===== src/rtl/core/owd_pkg.sv =====
// Shared types and constants of the one-wire dimming frame transmitter.
// Holds command codes, register indexes, reset values and the beat structures.
// No dependencies; every other file of the block refers to it by scoped names.
`default_nettype none

package owd_pkg;

    // Widths fixed by the register map and the beat fields.
    localparam int CFG_TIME_W = 12;
    localparam int CFG_ADDR_W = 8;
    localparam int BRIGHT_W   = 8;
    localparam int LEVEL_W    = 5;
    localparam int CFG_IDX_W  = 3;

    // Brightness to level mapping: level = ((b - LEVEL_FLOOR) >> LEVEL_SHIFT) + 1.
    localparam logic [BRIGHT_W-1:0] LEVEL_FLOOR = 8'd15;
    localparam int                  LEVEL_SHIFT = 3;

    // Register reset values.
    localparam logic [CFG_TIME_W-1:0] SHORT_RESET  = 12'd180;
    localparam logic [CFG_TIME_W-1:0] LONG_RESET   = 12'd360;
    localparam logic [CFG_TIME_W-1:0] EOS_RESET    = 12'd300;
    localparam logic [CFG_TIME_W-1:0] DELAY_RESET  = 12'd150;
    localparam logic [CFG_TIME_W-1:0] DLOW_RESET   = 12'd500;
    localparam logic [CFG_TIME_W-1:0] WINDOW_RESET = 12'd3500;
    localparam logic [CFG_TIME_W-1:0] GAP_RESET    = 12'd10;
    localparam logic [CFG_ADDR_W-1:0] ADDR_RESET   = 8'h1A;

    typedef enum logic [1:0] {
        OP_TICK    = 2'd0,
        OP_SET     = 2'd1,
        OP_SUSPEND = 2'd2,
        OP_RESUME  = 2'd3
    } op_t;

    typedef enum logic [CFG_IDX_W-1:0] {
        REG_SHORT   = 3'd0,
        REG_LONG    = 3'd1,
        REG_EOS     = 3'd2,
        REG_DELAY   = 3'd3,
        REG_DLOW    = 3'd4,
        REG_WINDOW  = 3'd5,
        REG_GAP     = 3'd6,
        REG_ADDRESS = 3'd7
    } cfg_idx_t;

    typedef struct packed {
        logic [CFG_TIME_W-1:0] short_time;
        logic [CFG_TIME_W-1:0] long_time;
        logic [CFG_TIME_W-1:0] eos_time;
        logic [CFG_TIME_W-1:0] delay_time;
        logic [CFG_TIME_W-1:0] dlow_time;
        logic [CFG_TIME_W-1:0] window_time;
        logic [CFG_TIME_W-1:0] gap_time;
        logic [CFG_ADDR_W-1:0] address;
    } cfg_t;

    typedef struct packed {
        op_t                 op;
        logic [BRIGHT_W-1:0] brightness;
        logic                blanked;
    } item_t;

    typedef struct packed {
        logic [LEVEL_W-1:0] sent_level;
        logic               busy_res;
        logic               accepted;
        logic               pin;
    } result_t;

endpackage

`default_nettype wire


===== src/rtl/core/owd_segment.sv =====
// Segment decoder: line level and duration in ticks of one frame segment.
// Depends on owd_pkg for the register structure.
`default_nettype none

module owd_segment #(
    parameter int ADDRESS_BITS = 8,
    parameter int DATA_BITS    = 8,
    parameter int TIMER_WIDTH  = 12,
    parameter int IDX_W        = 6
) (
    input  wire  [IDX_W-1:0]       seg,
    input  owd_pkg::cfg_t          cfg,
    input  wire  [DATA_BITS-1:0]   level_bits,
    output logic                   seg_level,
    output logic [TIMER_WIDTH-1:0] seg_len
);

    localparam int A_END  = 4 + 2 * ADDRESS_BITS;
    localparam int D_BEG  = A_END + 2;
    localparam int D_END  = D_BEG + 2 * DATA_BITS;
    localparam int DPOS_W = $clog2(DATA_BITS);

    logic [owd_pkg::CFG_TIME_W-1:0] raw;
    logic [IDX_W-1:0]               rel;
    logic [IDX_W-1:0]               k;
    logic [IDX_W-1:0]               pos;
    logic                           data_bit;
    logic [TIMER_WIDTH-1:0]         len_raw;

    always_comb
    begin
        raw       = cfg.eos_time;
        seg_level = 1'b0;
        rel       = '0;
        k         = '0;
        pos       = '0;
        data_bit  = 1'b0;
        if (seg == IDX_W'(0))
        begin
            raw = cfg.eos_time;
        end
        else if (seg == IDX_W'(1))
        begin
            seg_level = 1'b1;
            raw       = cfg.delay_time;
        end
        else if (seg == IDX_W'(2))
        begin
            raw = cfg.dlow_time;
        end
        else if (seg == IDX_W'(3))
        begin
            seg_level = 1'b1;
            raw       = cfg.window_time;
        end
        else if (seg < IDX_W'(A_END))
        begin
            // Address bits, least significant first; bits above the byte are zero.
            rel       = seg - IDX_W'(4);
            k         = rel >> 1;
            data_bit  = (k < IDX_W'(owd_pkg::CFG_ADDR_W)) ? cfg.address[k[2:0]] : 1'b0;
            seg_level = seg[0];
            raw       = (data_bit ^ seg[0]) ? cfg.short_time : cfg.long_time;
        end
        else if (seg == IDX_W'(A_END))
        begin
            raw = cfg.eos_time;
        end
        else if (seg == IDX_W'(A_END + 1))
        begin
            seg_level = 1'b1;
            raw       = cfg.gap_time;
        end
        else if (seg < IDX_W'(D_END))
        begin
            // Level bits, most significant first.
            rel       = seg - IDX_W'(D_BEG);
            k         = rel >> 1;
            pos       = IDX_W'(DATA_BITS - 1) - k;
            data_bit  = level_bits[pos[DPOS_W-1:0]];
            seg_level = seg[0];
            raw       = (data_bit ^ seg[0]) ? cfg.short_time : cfg.long_time;
        end
        else
        begin
            raw = cfg.eos_time;
        end
    end

    // A duration of zero counts as one tick.
    assign len_raw = TIMER_WIDTH'(raw);
    assign seg_len = (len_raw == '0) ? TIMER_WIDTH'(1) : len_raw;

endmodule

`default_nettype wire


===== src/rtl/core/owd_engine.sv =====
// Frame engine: command handling, power state and the segment timer.
// Depends on owd_pkg and owd_segment; one step per enabled cycle.
`default_nettype none

module owd_engine #(
    parameter int ADDRESS_BITS = 8,
    parameter int DATA_BITS    = 8,
    parameter int LEVEL_COUNT  = 32,
    parameter int TIMER_WIDTH  = 12
) (
    input  wire              clk,
    input  wire              rst_n,
    input  wire              step_en,
    input  owd_pkg::item_t   item,
    input  owd_pkg::cfg_t    cfg,
    output owd_pkg::result_t result
);

    localparam int D_END = 4 + 2 * ADDRESS_BITS + 2 + 2 * DATA_BITS;
    localparam int IDX_W = $clog2(D_END + 1);
    localparam logic [owd_pkg::LEVEL_W-1:0] LEVEL_MAX = owd_pkg::LEVEL_W'(LEVEL_COUNT - 1);

    logic                            line_reg, line_next;
    logic                            sending_reg, sending_next;
    logic [IDX_W-1:0]                seg_reg, seg_next;
    logic [TIMER_WIDTH-1:0]          ticks_reg, ticks_next;
    logic [DATA_BITS-1:0]            level_bits_reg, level_bits_next;
    logic                            powered_reg, powered_next;
    logic [owd_pkg::BRIGHT_W-1:0]    wake_reg, wake_next;
    logic [owd_pkg::LEVEL_W-1:0]     last_level_reg, last_level_next;

    logic [IDX_W-1:0]                lookup_idx;
    logic                            lookup_level;
    logic [TIMER_WIDTH-1:0]          lookup_len;

    // While idle the decoder serves segment zero for a new frame; during a
    // frame it serves the following segment.
    assign lookup_idx = sending_reg ? (seg_reg + IDX_W'(1)) : '0;

    owd_segment #(
        .ADDRESS_BITS (ADDRESS_BITS),
        .DATA_BITS    (DATA_BITS),
        .TIMER_WIDTH  (TIMER_WIDTH),
        .IDX_W        (IDX_W)
    ) u_segment (
        .seg        (lookup_idx),
        .cfg        (cfg),
        .level_bits (level_bits_reg),
        .seg_level  (lookup_level),
        .seg_len    (lookup_len)
    );

    always_comb
    begin
        logic [owd_pkg::BRIGHT_W-1:0] bright;
        logic                         do_apply;
        logic [owd_pkg::BRIGHT_W-1:0] lvl_wide;
        logic [owd_pkg::LEVEL_W-1:0]  lvl;

        line_next       = line_reg;
        sending_next    = sending_reg;
        seg_next        = seg_reg;
        ticks_next      = ticks_reg;
        level_bits_next = level_bits_reg;
        powered_next    = powered_reg;
        wake_next       = wake_reg;
        last_level_next = last_level_reg;
        result.accepted = 1'b0;
        bright          = '0;
        do_apply        = 1'b0;

        if (item.op == owd_pkg::OP_TICK)
        begin
            if (sending_reg)
            begin
                if (ticks_reg > TIMER_WIDTH'(1))
                begin
                    ticks_next = ticks_reg - TIMER_WIDTH'(1);
                end
                else if (seg_reg == IDX_W'(D_END))
                begin
                    line_next    = 1'b1;
                    sending_next = 1'b0;
                    ticks_next   = '0;
                    seg_next     = '0;
                end
                else
                begin
                    seg_next   = lookup_idx;
                    line_next  = lookup_level;
                    ticks_next = lookup_len;
                end
            end
        end
        else if (!sending_reg)
        begin
            result.accepted = 1'b1;
            case (item.op)
                owd_pkg::OP_SET:
                begin
                    bright    = item.blanked ? '0 : item.brightness;
                    wake_next = bright;
                    do_apply  = powered_reg;
                end
                owd_pkg::OP_SUSPEND:
                begin
                    powered_next = 1'b0;
                    do_apply     = 1'b1;
                end
                owd_pkg::OP_RESUME:
                begin
                    bright       = wake_reg;
                    powered_next = 1'b1;
                    do_apply     = 1'b1;
                end
                default:
                begin
                    do_apply = 1'b0;
                end
            endcase
        end

        lvl_wide = (bright < owd_pkg::LEVEL_FLOOR) ? '0 :
                   (((bright - owd_pkg::LEVEL_FLOOR) >> owd_pkg::LEVEL_SHIFT)
                    + owd_pkg::BRIGHT_W'(1));
        lvl      = (lvl_wide[owd_pkg::LEVEL_W-1:0] > LEVEL_MAX) ? LEVEL_MAX
                                                                : lvl_wide[owd_pkg::LEVEL_W-1:0];

        if (do_apply)
        begin
            line_next = 1'b0;
            if (bright != '0)
            begin
                last_level_next = lvl;
                level_bits_next = DATA_BITS'(lvl);
                seg_next        = '0;
                sending_next    = 1'b1;
                ticks_next      = lookup_len;
            end
        end

        result.pin        = line_next;
        result.busy_res   = sending_next;
        result.sent_level = last_level_next;
    end

    always_ff @(posedge clk or negedge rst_n)
    begin
        if (!rst_n)
        begin
            line_reg       <= 1'b0;
            sending_reg    <= 1'b0;
            seg_reg        <= '0;
            ticks_reg      <= '0;
            level_bits_reg <= '0;
            powered_reg    <= 1'b1;
            wake_reg       <= '0;
            last_level_reg <= '0;
        end
        else if (step_en)
        begin
            line_reg       <= line_next;
            sending_reg    <= sending_next;
            seg_reg        <= seg_next;
            ticks_reg      <= ticks_next;
            level_bits_reg <= level_bits_next;
            powered_reg    <= powered_next;
            wake_reg       <= wake_next;
            last_level_reg <= last_level_next;
        end
    end

    // An idle line never leaves a stale count or segment behind.
    assert property (@(posedge clk) disable iff (!rst_n)
        !sending_reg |-> (ticks_reg == '0 && seg_reg == '0))
    else $error("idle engine holds a nonzero timer or segment");

    // Every segment of a running frame lasts at least one tick.
    assert property (@(posedge clk) disable iff (!rst_n)
        sending_reg |-> ticks_reg != '0)
    else $error("running frame with an empty segment timer");

    // The segment index stays within the frame.
    assert property (@(posedge clk) disable iff (!rst_n)
        sending_reg |-> seg_reg <= IDX_W'(D_END))
    else $error("segment index ran past the end of the frame");

    // A step during a frame either keeps it running or ends it with the line
    // released high and the timer cleared.
    assert property (@(posedge clk) disable iff (!rst_n)
        (step_en && sending_reg) |=> sending_reg || (line_reg && ticks_reg == '0))
    else $error("frame ended without releasing the line high");

endmodule

`default_nettype wire


===== src/rtl/core/one_wire_dimming_frame_tx.sv =====
// Top level of the one-wire dimming frame transmitter.
// Depends on owd_pkg and owd_engine (which uses owd_segment).
`default_nettype none

// Usage
// The block drives one dimming control line. Commands arrive on the s_axis
// channel, one beat per command: tuser carries the command code (tick, set
// brightness, suspend, resume) and tdata the brightness and blank flag. A tick
// advances the line timer by one step; the other commands change brightness
// or power, and are refused while a frame is on the line. Every input beat
// produces exactly one m_axis beat with the line level after the step, the
// accept flag, the busy flag and the level of the latest frame started.
// Timing registers and the device address are written through the cfg
// channel (index plus data), which is always ready; write it only while idle.
// An accepted input beat goes into the input register, then through the
// engine into the result register. Throughput is one beat per cycle while
// the receiver takes results; a single engine step lies between those two
// registers. When the receiver stalls, the result register holds its beat and
// the input register still takes one more beat; after that s_axis_tready
// drops until the result is taken.
// Reset empties both registers, loads the register defaults, drives the line
// low with power on and no frame running.

module one_wire_dimming_frame_tx #(
    parameter int ADDRESS_BITS = 8,
    parameter int DATA_BITS    = 8,
    parameter int LEVEL_COUNT  = 32,
    parameter int TIMER_WIDTH  = 12
) (
    input  wire         clk,
    input  wire         rst_n,
    // Command stream.
    input  wire         s_axis_tvalid,
    output logic        s_axis_tready,
    input  wire  [15:0] s_axis_tdata,  // [7:0] brightness, [8] blanked, rest zero
    input  wire  [1:0]  s_axis_tuser,  // [1:0] op
    // Result stream.
    output logic        m_axis_tvalid,
    input  wire         m_axis_tready,
    output logic [7:0]  m_axis_tdata,  // [0] pin, [1] accepted, [2] busy_res, [7:3] sent_level
    // Register writes.
    input  wire         cfg_valid,
    output logic        cfg_ready,
    input  wire  [2:0]  cfg_index,
    input  wire  [11:0] cfg_data
);

    owd_pkg::cfg_t    cfg_reg, cfg_next;
    logic             item_valid_reg, item_valid_next;
    owd_pkg::item_t   item_reg, item_next;
    logic             res_valid_reg, res_valid_next;
    owd_pkg::result_t res_reg;
    owd_pkg::result_t step_result;
    logic             step_en;
    logic             in_beat;

    // Register writes are always taken.
    assign cfg_ready = 1'b1;

    always_comb
    begin
        cfg_next = cfg_reg;
        if (cfg_valid)
        begin
            case (owd_pkg::cfg_idx_t'(cfg_index))
                owd_pkg::REG_SHORT:   cfg_next.short_time  = cfg_data;
                owd_pkg::REG_LONG:    cfg_next.long_time   = cfg_data;
                owd_pkg::REG_EOS:     cfg_next.eos_time    = cfg_data;
                owd_pkg::REG_DELAY:   cfg_next.delay_time  = cfg_data;
                owd_pkg::REG_DLOW:    cfg_next.dlow_time   = cfg_data;
                owd_pkg::REG_WINDOW:  cfg_next.window_time = cfg_data;
                owd_pkg::REG_GAP:     cfg_next.gap_time    = cfg_data;
                owd_pkg::REG_ADDRESS: cfg_next.address     = cfg_data[owd_pkg::CFG_ADDR_W-1:0];
                default:              cfg_next             = cfg_reg;
            endcase
        end
    end

    // The engine steps when an item waits and the result register is free
    // or being emptied in this cycle.
    assign step_en       = item_valid_reg && (!res_valid_reg || m_axis_tready);
    assign s_axis_tready = !item_valid_reg || step_en;
    assign in_beat       = s_axis_tvalid && s_axis_tready;

    always_comb
    begin
        item_next.op         = owd_pkg::op_t'(s_axis_tuser);
        item_next.brightness = s_axis_tdata[owd_pkg::BRIGHT_W-1:0];
        item_next.blanked    = s_axis_tdata[owd_pkg::BRIGHT_W];
        if (in_beat)
        begin
            item_valid_next = 1'b1;
        end
        else if (step_en)
        begin
            item_valid_next = 1'b0;
        end
        else
        begin
            item_valid_next = item_valid_reg;
        end
        if (step_en)
        begin
            res_valid_next = 1'b1;
        end
        else if (m_axis_tready)
        begin
            res_valid_next = 1'b0;
        end
        else
        begin
            res_valid_next = res_valid_reg;
        end
    end

    owd_engine #(
        .ADDRESS_BITS (ADDRESS_BITS),
        .DATA_BITS    (DATA_BITS),
        .LEVEL_COUNT  (LEVEL_COUNT),
        .TIMER_WIDTH  (TIMER_WIDTH)
    ) u_engine (
        .clk     (clk),
        .rst_n   (rst_n),
        .step_en (step_en),
        .item    (item_reg),
        .cfg     (cfg_reg),
        .result  (step_result)
    );

    always_ff @(posedge clk or negedge rst_n)
    begin
        if (!rst_n)
        begin
            cfg_reg.short_time  <= owd_pkg::SHORT_RESET;
            cfg_reg.long_time   <= owd_pkg::LONG_RESET;
            cfg_reg.eos_time    <= owd_pkg::EOS_RESET;
            cfg_reg.delay_time  <= owd_pkg::DELAY_RESET;
            cfg_reg.dlow_time   <= owd_pkg::DLOW_RESET;
            cfg_reg.window_time <= owd_pkg::WINDOW_RESET;
            cfg_reg.gap_time    <= owd_pkg::GAP_RESET;
            cfg_reg.address     <= owd_pkg::ADDR_RESET;
            item_valid_reg      <= 1'b0;
            res_valid_reg       <= 1'b0;
        end
        else
        begin
            cfg_reg        <= cfg_next;
            item_valid_reg <= item_valid_next;
            res_valid_reg  <= res_valid_next;
        end
    end

    // Payload registers carry no reset.
    always_ff @(posedge clk)
    begin
        if (in_beat)
        begin
            item_reg <= item_next;
        end
        if (step_en)
        begin
            res_reg <= step_result;
        end
    end

    assign m_axis_tvalid = res_valid_reg;
    assign m_axis_tdata  = res_reg;

endmodule

`default_nettype wire


===== config.mk =====
export PLATFORM = sky130hd
export DESIGN_NAME = one_wire_dimming_frame_tx
export DESIGN_NICKNAME = d
export VERILOG_FILES = /design/src/rtl/core/owd_pkg.sv /design/src/rtl/core/owd_segment.sv /design/src/rtl/core/owd_engine.sv /design/src/rtl/core/one_wire_dimming_frame_tx.sv
export SDC_FILE = /design/constraint.sdc
export NUM_CORES = 1
export LEC_CHECK = 0
export BUFFER_PORTS_ARGS = -buffer_cell sky130_fd_sc_hd__buf_2
export CORE_MARGIN = 1
export CORE_UTILIZATION = 55
export DETAILED_ROUTE_END_ITERATION = 8
export MAX_ROUTING_LAYER = met4
export PLACE_DENSITY = 0.73
export SLEW_MARGIN = 0
export SYNTH_ARGS = -nofsm -noshare
export SYNTH_HDL_FRONTEND = slang
export SYNTH_SLANG_ARGS = --single-unit

===== constraint.sdc =====
create_clock -name clk -period 5 [get_ports clk]
set_input_delay 0.5 -clock clk [delete_from_list [all_inputs] [get_ports clk]]
set_output_delay 0.5 -clock clk [all_outputs]
set_load 0.02 [all_outputs]

## Word level (Yosys, flattened, before mapping)

Index checks and enable logic that the tools add are counted.

| cells by class | value |
|---|---|
| reduce and logical (&&, ||, !) cells | 26 |
| equal/unequal tests | 16 |
| multiplexer cells | 65 |
| $add $sub $neg | 7 |
| bitwise logic cells | 4 |
| magnitude comparators | 8 |

Operators with widths:

| operator | count |
|---|---|
| two-way mux 12 bit | 17 |
| two-way mux 6 bit | 7 |
| two-way mux 1 bit | 29 |
| two-way mux 8 bit | 3 |
| two-way mux 5 bit | 4 |
| case mux 8 bit (2 select lines) | 1 |
| AND reduction 2 bit | 8 |
| equality test 3 bit, second input constant | 4 |
| equality test 6 x 2 -> 1 bit, second input constant | 2 |
| equality test 6 x 5 -> 1 bit, second input constant | 2 |
| > comparator 12 x 1 -> 1 bit, second input constant | 1 |
| zero test 12 bit | 1 |
| subtractor 12 x 1 -> 12 bit, second input constant | 1 |
| < comparator 3 x 4 -> 1 bit, second input constant | 2 |
| < comparator 8 x 4 -> 1 bit, second input constant | 1 |
| AND reduction 4 bit | 2 |
| nonzero test 8 bit | 1 |
| subtractor 8 x 4 -> 8 bit, second input constant | 1 |
| adder 6 x 1 -> 6 bit, second input constant | 1 |
| binary-select mux 1 bit (select 3 bit) | 2 |
| equality test 3 x 2 -> 1 bit, second input constant | 2 |
| equality test 6 x 1 -> 1 bit, second input constant | 1 |
| equality test 6 bit, second input constant | 1 |
| zero test 6 bit | 1 |
| other kinds (22) | 31 |

| word-level totals | value |
|---|---|
| input port bits | 38 |
| logic and storage cells | 151 |
| register bits | 152 |

## Logic depth before layout (Yosys ltp)

| logic depth | value |
|---|---|
| depth after elaboration | 24 |
| gate-level depth with buffers | 17 |
| gate-level depth less buffers | 14 |

## By module

From an unflattened synthesis, not the netlist that was laid out.

| second synthesis, totals | value |
|---|---|
| cell total of the unflattened synthesis | 760 |
| area total of the unflattened synthesis | 9063.7 µm² |

By module, submodules not included:

| module | sequential area each (µm²) | instances | cells each | area each (µm²) |
|---|---|---|---|---|
| one_wire_dimming_frame_tx | 2965.3 | 1 | 228 | 4391.7 |
| owd_engine | 977.2 | 1 | 338 | 2996.6 |
| owd_segment | 0.0 | 1 | 194 | 1675.4 |

## Worst setup path after synthesis

No wires, ideal clock.

| path | value |
|---|---|
| path type | register to register |
| start point | register u_engine.seg_reg[1] |
| end point | register u_engine.ticks_reg[8] |
| period minus slack after synthesis | 3.753 ns |
| setup time | 0.127 ns |
| required time | 4.873 ns |
| cell stages (with the launch flop) | 17 |
| arrival time | 3.626 ns |
| slack | 1.247 ns |
| cell sequence | dfrtp_1 -> and3_1 -> mux2_2 -> inv_1 -> buf_2 -> ha_1 -> mux2i_1 -> mux2_2 -> a2111oi_2 -> a311oi_4 -> nor2_4 -> buf_6 -> mux2_4 -> o221ai_2 -> nand2_1 -> a221oi_1 -> nor2_1 |

| between the ends | value |
|---|---|
| longest elaborated chain between the ends | 24 |

RTL lines:

| what | line | RTL |
|---|---|---|
| start, declared | owd_engine.sv:25 | `logic [IDX_W-1:0] seg_reg, seg_next;` |
| start signal, assigned | owd_engine.sv:164 | `seg_reg <= seg_next;` |
| adder 6 x 1 -> 6 bit | owd_engine.sv:38 | `assign lookup_idx = sending_reg ? (seg_reg + IDX_W'(1)) : '0;` |
| two-way mux 6 bit | owd_engine.sv:38 |  |
| subtractor 4 x 3 -> 4 bit | owd_segment.sv:77 | `rel = seg - IDX_W'(D_BEG);` |
| subtractor 3 bit | owd_segment.sv:79 | `pos = IDX_W'(DATA_BITS - 1) - k;` |
| binary-select mux 1 bit (select 3 bit) | owd_segment.sv:80 | `data_bit = level_bits[pos[DPOS_W-1:0]];` |
| two-way mux 1 bit (implied by the code) | owd_segment.sv:80 |  |
| bitwise XOR 1 bit | owd_segment.sv:82 | `raw = (data_bit ^ seg[0]) ? cfg.short_time : cfg.long_time;` |
| two-way mux 12 bit | owd_segment.sv:82 |  |
| [... 8 more ...] | - |  |
| zero test 12 bit | owd_segment.sv:92 | `assign seg_len = (len_raw == '0) ? TIMER_WIDTH'(1) : len_raw;` |
| two-way mux 12 bit | owd_segment.sv:92 |  |
| two-way mux 12 bit | owd_engine.sv:80 | `else if (seg_reg == IDX_W'(D_END))` |
| two-way mux 12 bit | owd_engine.sv:76 | `if (ticks_reg > TIMER_WIDTH'(1))` |
| two-way mux 12 bit | owd_engine.sv:74 | `if (sending_reg)` |
| two-way mux 12 bit | owd_engine.sv:72 | `if (item.op == owd_pkg::OP_TICK)` |
| two-way mux 12 bit | owd_engine.sv:132 | `if (bright != '0)` |
| two-way mux 12 bit (*) | owd_engine.sv:129 | `if (do_apply)` |
| end signal, assigned | owd_engine.sv:165 | `ticks_reg <= ticks_next;` |
| end, declared | owd_engine.sv:26 | `logic [TIMER_WIDTH-1:0] ticks_reg, ticks_next;` |

Every way passes the cells marked *; elsewhere a longest branch is shown, timed or not. The select of a mux whose other input is x is not followed.
A chain may end at the register's enable or synchronous reset.

## Final worst setup path

| path | value |
|---|---|
| start point | register u_engine.seg_reg[1] |
| end point | register u_engine.ticks_reg[0] |

Same word-level chain as after synthesis.

==> results.cfg <==
[finish]
multi_input_comb_area_um2 = 4030
ff_latch_area_um2 = 3940
diodes = 0
layout-drive-gt1-share_pct = 31.4
largest_reg_flops = 92
design.final.nets = 836
fillCellCount = 1181
count_of_non_filler_cells_in_the_finished_layout = 989
area.growth.synth_to_final_pct = 12.3

[sta]
drv_slew = 0
timing.clock.skew_ps = 9.28
setup_total_negative_slack_ps = 0
worst-slew-pin-transition_ps = 1320
timing_hold_violations_final = 0
worst_slew_margin_rel_pct = 11.6
period_minus_slack_ps = 4490
min_period_over_period_pct = 89.9
setup_viol_count_final = 0
max_clock_freq_ghz = 0.223
rsz0062_at_grt = no

[grt]
grt_antenna_before_repair = 0
globalRouteTotalUtil_pct = 29.3
pin_count_of_the_biggest_net_entering_global_routing = 51
grt_first_pass_wirelength_um = 32600
via_count_of_the_first_global_routing_pass = 6098
globalRouteOverflowTotal = 0

[floorplanning]
core_um2 = 14500
die-width_um = 124
design.die.area_um2 = 15400
initial_utilization_pct = 56.3
ioPinCount = 49
die_extent_in_y_um = 124
floorplan.rows = 44

[clock_tree]
cts_tree = done
insertion_delay_ps = 430
cts.hold.buffers_added = 0
tritoncts.num_buffers = 17
cts-root-buf = sky130_fd_sc_hd__clkbuf_16
cts_buffer_depth = 2
ctsHtreeMaxLevel = 4
post-cts-setup-buffer-count = 0
clk_pin_slew_worst_setup_hold_paths_ps = 70
ctsResizeCount = 0
clkSinkCount = 152

[synth]
synth_common_cells = sky130_fd_sc_hd__mux2_2 (105), sky130_fd_sc_hd__dfrtp_1 (98), sky130_fd_sc_hd__nand2_1 (73)
avgSynthCellArea_um2 = 10.8
synth_seq_area_share_pct = 48.2
synth_top_family_by_area = multiplexers
synth_largest_area_cell = sky130_fd_sc_hd__dfrtp_1
synthMostInstantiatedCell = sky130_fd_sc_hd__mux2_2
cells_taking_the_most_area_after_synthesis = sky130_fd_sc_hd__dfrtp_1 (30%), sky130_fd_sc_hd__mux2_2 (14%), sky130_fd_sc_hd__dfstp_2 (11%), sky130_fd_sc_hd__edfxtp_1 (7.0%), sky130_fd_sc_hd__nand2_1 (3.3%)
synth_simple_gate_area_share_pct = 14.1
netlist_area_um2 = 8190
async_reset_ff_share_pct = 87.5
fraction_of_the_mapped_netlist_area_in_compound_gates_pct = 14.8
yosys.area_share.adder_pct = 0.917
synth.yosys.warnings = 0
post_synth_num_cell_types = 76
post_syn_instances = 759
post_synthesis_net_count = 803
synth_enable_flop_cells = 19
yosys.area_share.xor_xnor_pct = 1.30
synth_seq_cells = 152
ys_dominant_reg_cell = sky130_fd_sc_hd__dfrtp_1
synth_top_area_share_pct = 30.0
synth_mux_area_share_pct = 17.5

[critical_path]
worstPathRequired_ps = 5370
critical_path.endpoint_type = flip-flop
start_to_end_type_of_the_worst_setup_path = flip-flop to flip-flop
worst_ep_arrival_time_ps = 4870
critical_path_fanout_max = 9
startpoint_type = flip-flop
worst-r2r-cell-count = 14

[power]
power.ir.vdd_worst_mv = 0.278
power-per-cell-area_nw_per_um2 = 466
power_switching_share_pct = 32.7
total_switching_power_mw = 1.40
p_leak_nw = 3.83
cellInternalPower_mw = 2.89
p_comb_share_pct = 26.1
power_mw = 4.29
power.share.clock_pct = 31.5
seqPwrFrac_pct = 42.4

[place]
routabilityCongestion = 0.892
dpl.hpwl_um = 13700
place_inst = 957
io_buffers = 40

[route]
drt_pass1_iterations = 5
ant_nets = 0
met2WireLength_um = 9540
drc = 0
dr_wl_met3_um = 965
via_count = 6283
route.layer.met1.wl_um = 9500
viasPerCell = 6.35
dr.max_layer_used = met4
detail_route.wirelength_um = 20400
drt_iter0_drc = 599
routedWlPerCell_um = 20.7

[job]
cap_viol_max_count = 0

[worst_hold_path]
timing.hold.worst.class = input pin to async pin

[run_status]
run_status = finished clean
[routing by layer]
metal / global-route usage, % / vias to the layer above
met5: - / -
met2: 43.5 / 200
met4: 11.4 / 0
met1: 39.9 / 3168
met3: 5.49 / 44
li1: - / 2871
[path summary, 6_finish.rpt]
path	from	to	slack, ps
min in group clk	s_axis_tdata[0]	item_reg[1]	240
worst min register to register	u_engine.last_level_reg[3]	u_engine.last_level_reg[3]	480
max in group asynchronous	rst_n	cfg_reg[47]	3930
worst max register to register	u_engine.seg_reg[1]	u_engine.ticks_reg[0]	510
worst min-delay path	rst_n	cfg_reg[7]	20
worst max-delay path	u_engine.seg_reg[1]	u_engine.ticks_reg[0]	510
[power by group through the flow]
stage,combinational [mW],sequential [mW],clock [mW]
detailed placement,1.11,1.83,0
global placement,1.06,1.81,0
CTS,1.11,1.81,1.37
floorplan,0.827,1.78,0
global route,1.22,1.86,1.42
finish,1.12,1.82,1.35
[worst max-delay path: stages, from the launching register on]
cell	delay [ps]
sky130_fd_sc_hd__dfrtp_1	470
sky130_fd_sc_hd__ha_1	470
sky130_fd_sc_hd__xor2_4	240
sky130_fd_sc_hd__nand2_1	170
sky130_fd_sc_hd__ha_1	390
sky130_fd_sc_hd__mux2i_1	140
sky130_fd_sc_hd__mux2_2	280
sky130_fd_sc_hd__a2111oi_2	460
sky130_fd_sc_hd__a311oi_4	150
sky130_fd_sc_hd__or4_1	540
sky130_fd_sc_hd__o31a_1	120
sky130_fd_sc_hd__a31oi_1	400
sky130_fd_sc_hd__nand3_1	140
sky130_fd_sc_hd__nor4_1	270
sky130_fd_sc_hd__a31o_1	190
[cell usage in the layout, fill, tap and decap left out, types with 19 or more instances in the layout]
cell type / instances
sky130_fd_sc_hd__inv_1: 19
sky130_fd_sc_hd__nor2_1: 56
sky130_fd_sc_hd__nor3_1: 19
sky130_fd_sc_hd__nand2_1: 73
sky130_fd_sc_hd__buf_2: 39
sky130_fd_sc_hd__a21oi_1: 30
sky130_fd_sc_hd__dfstp_2: 35
sky130_fd_sc_hd__o21ai_0: 39
sky130_fd_sc_hd__dfrtp_1: 98
sky130_fd_sc_hd__mux2_2: 105
sky130_fd_sc_hd__edfxtp_1: 19
[cell type report]
| type | count | area share (%) |
|---|---|---|
| repair buffers | 55 | 3.43 |
| clock inverters | 14 | 1.89 |
| well taps | 184 | 2.50 |
| flip-flops and latches | 152 | 42.9 |
| clock buffers | 18 | 4.77 |
| multi-input cells | 547 | 43.8 |
| inverters | 19 | 0.775 |
[stage by stage]
stage	hold slack [ps]	worst slack, ps	utilization (%)	cell area [µm²]
2_1_floorplan	204	1250	-	8190
5_1_grt	55.6	283	63.3	9200
3_5_place_dp	466	547	59.1	8590
6_report	23.6	506	63.3	9200
4_1_cts	31.7	526	63.3	9200
3_3_place_gp	460	602	59.1	8590
[cell families (layout without fill, tap and decap cells)]
group                    count (synthesis)  after routing
other                                    1              1
flip-flops                             152            152
buffers and inverters                   60            106
XOR/XNOR                                10             10
AO/OA/AOI/OAI                          169            169
AND/OR/NAND/NOR                        234            234
multiplexers                           127            127
adder cells (fa/ha/maj)                  6              6
Power figures use the tool's default switching activity.
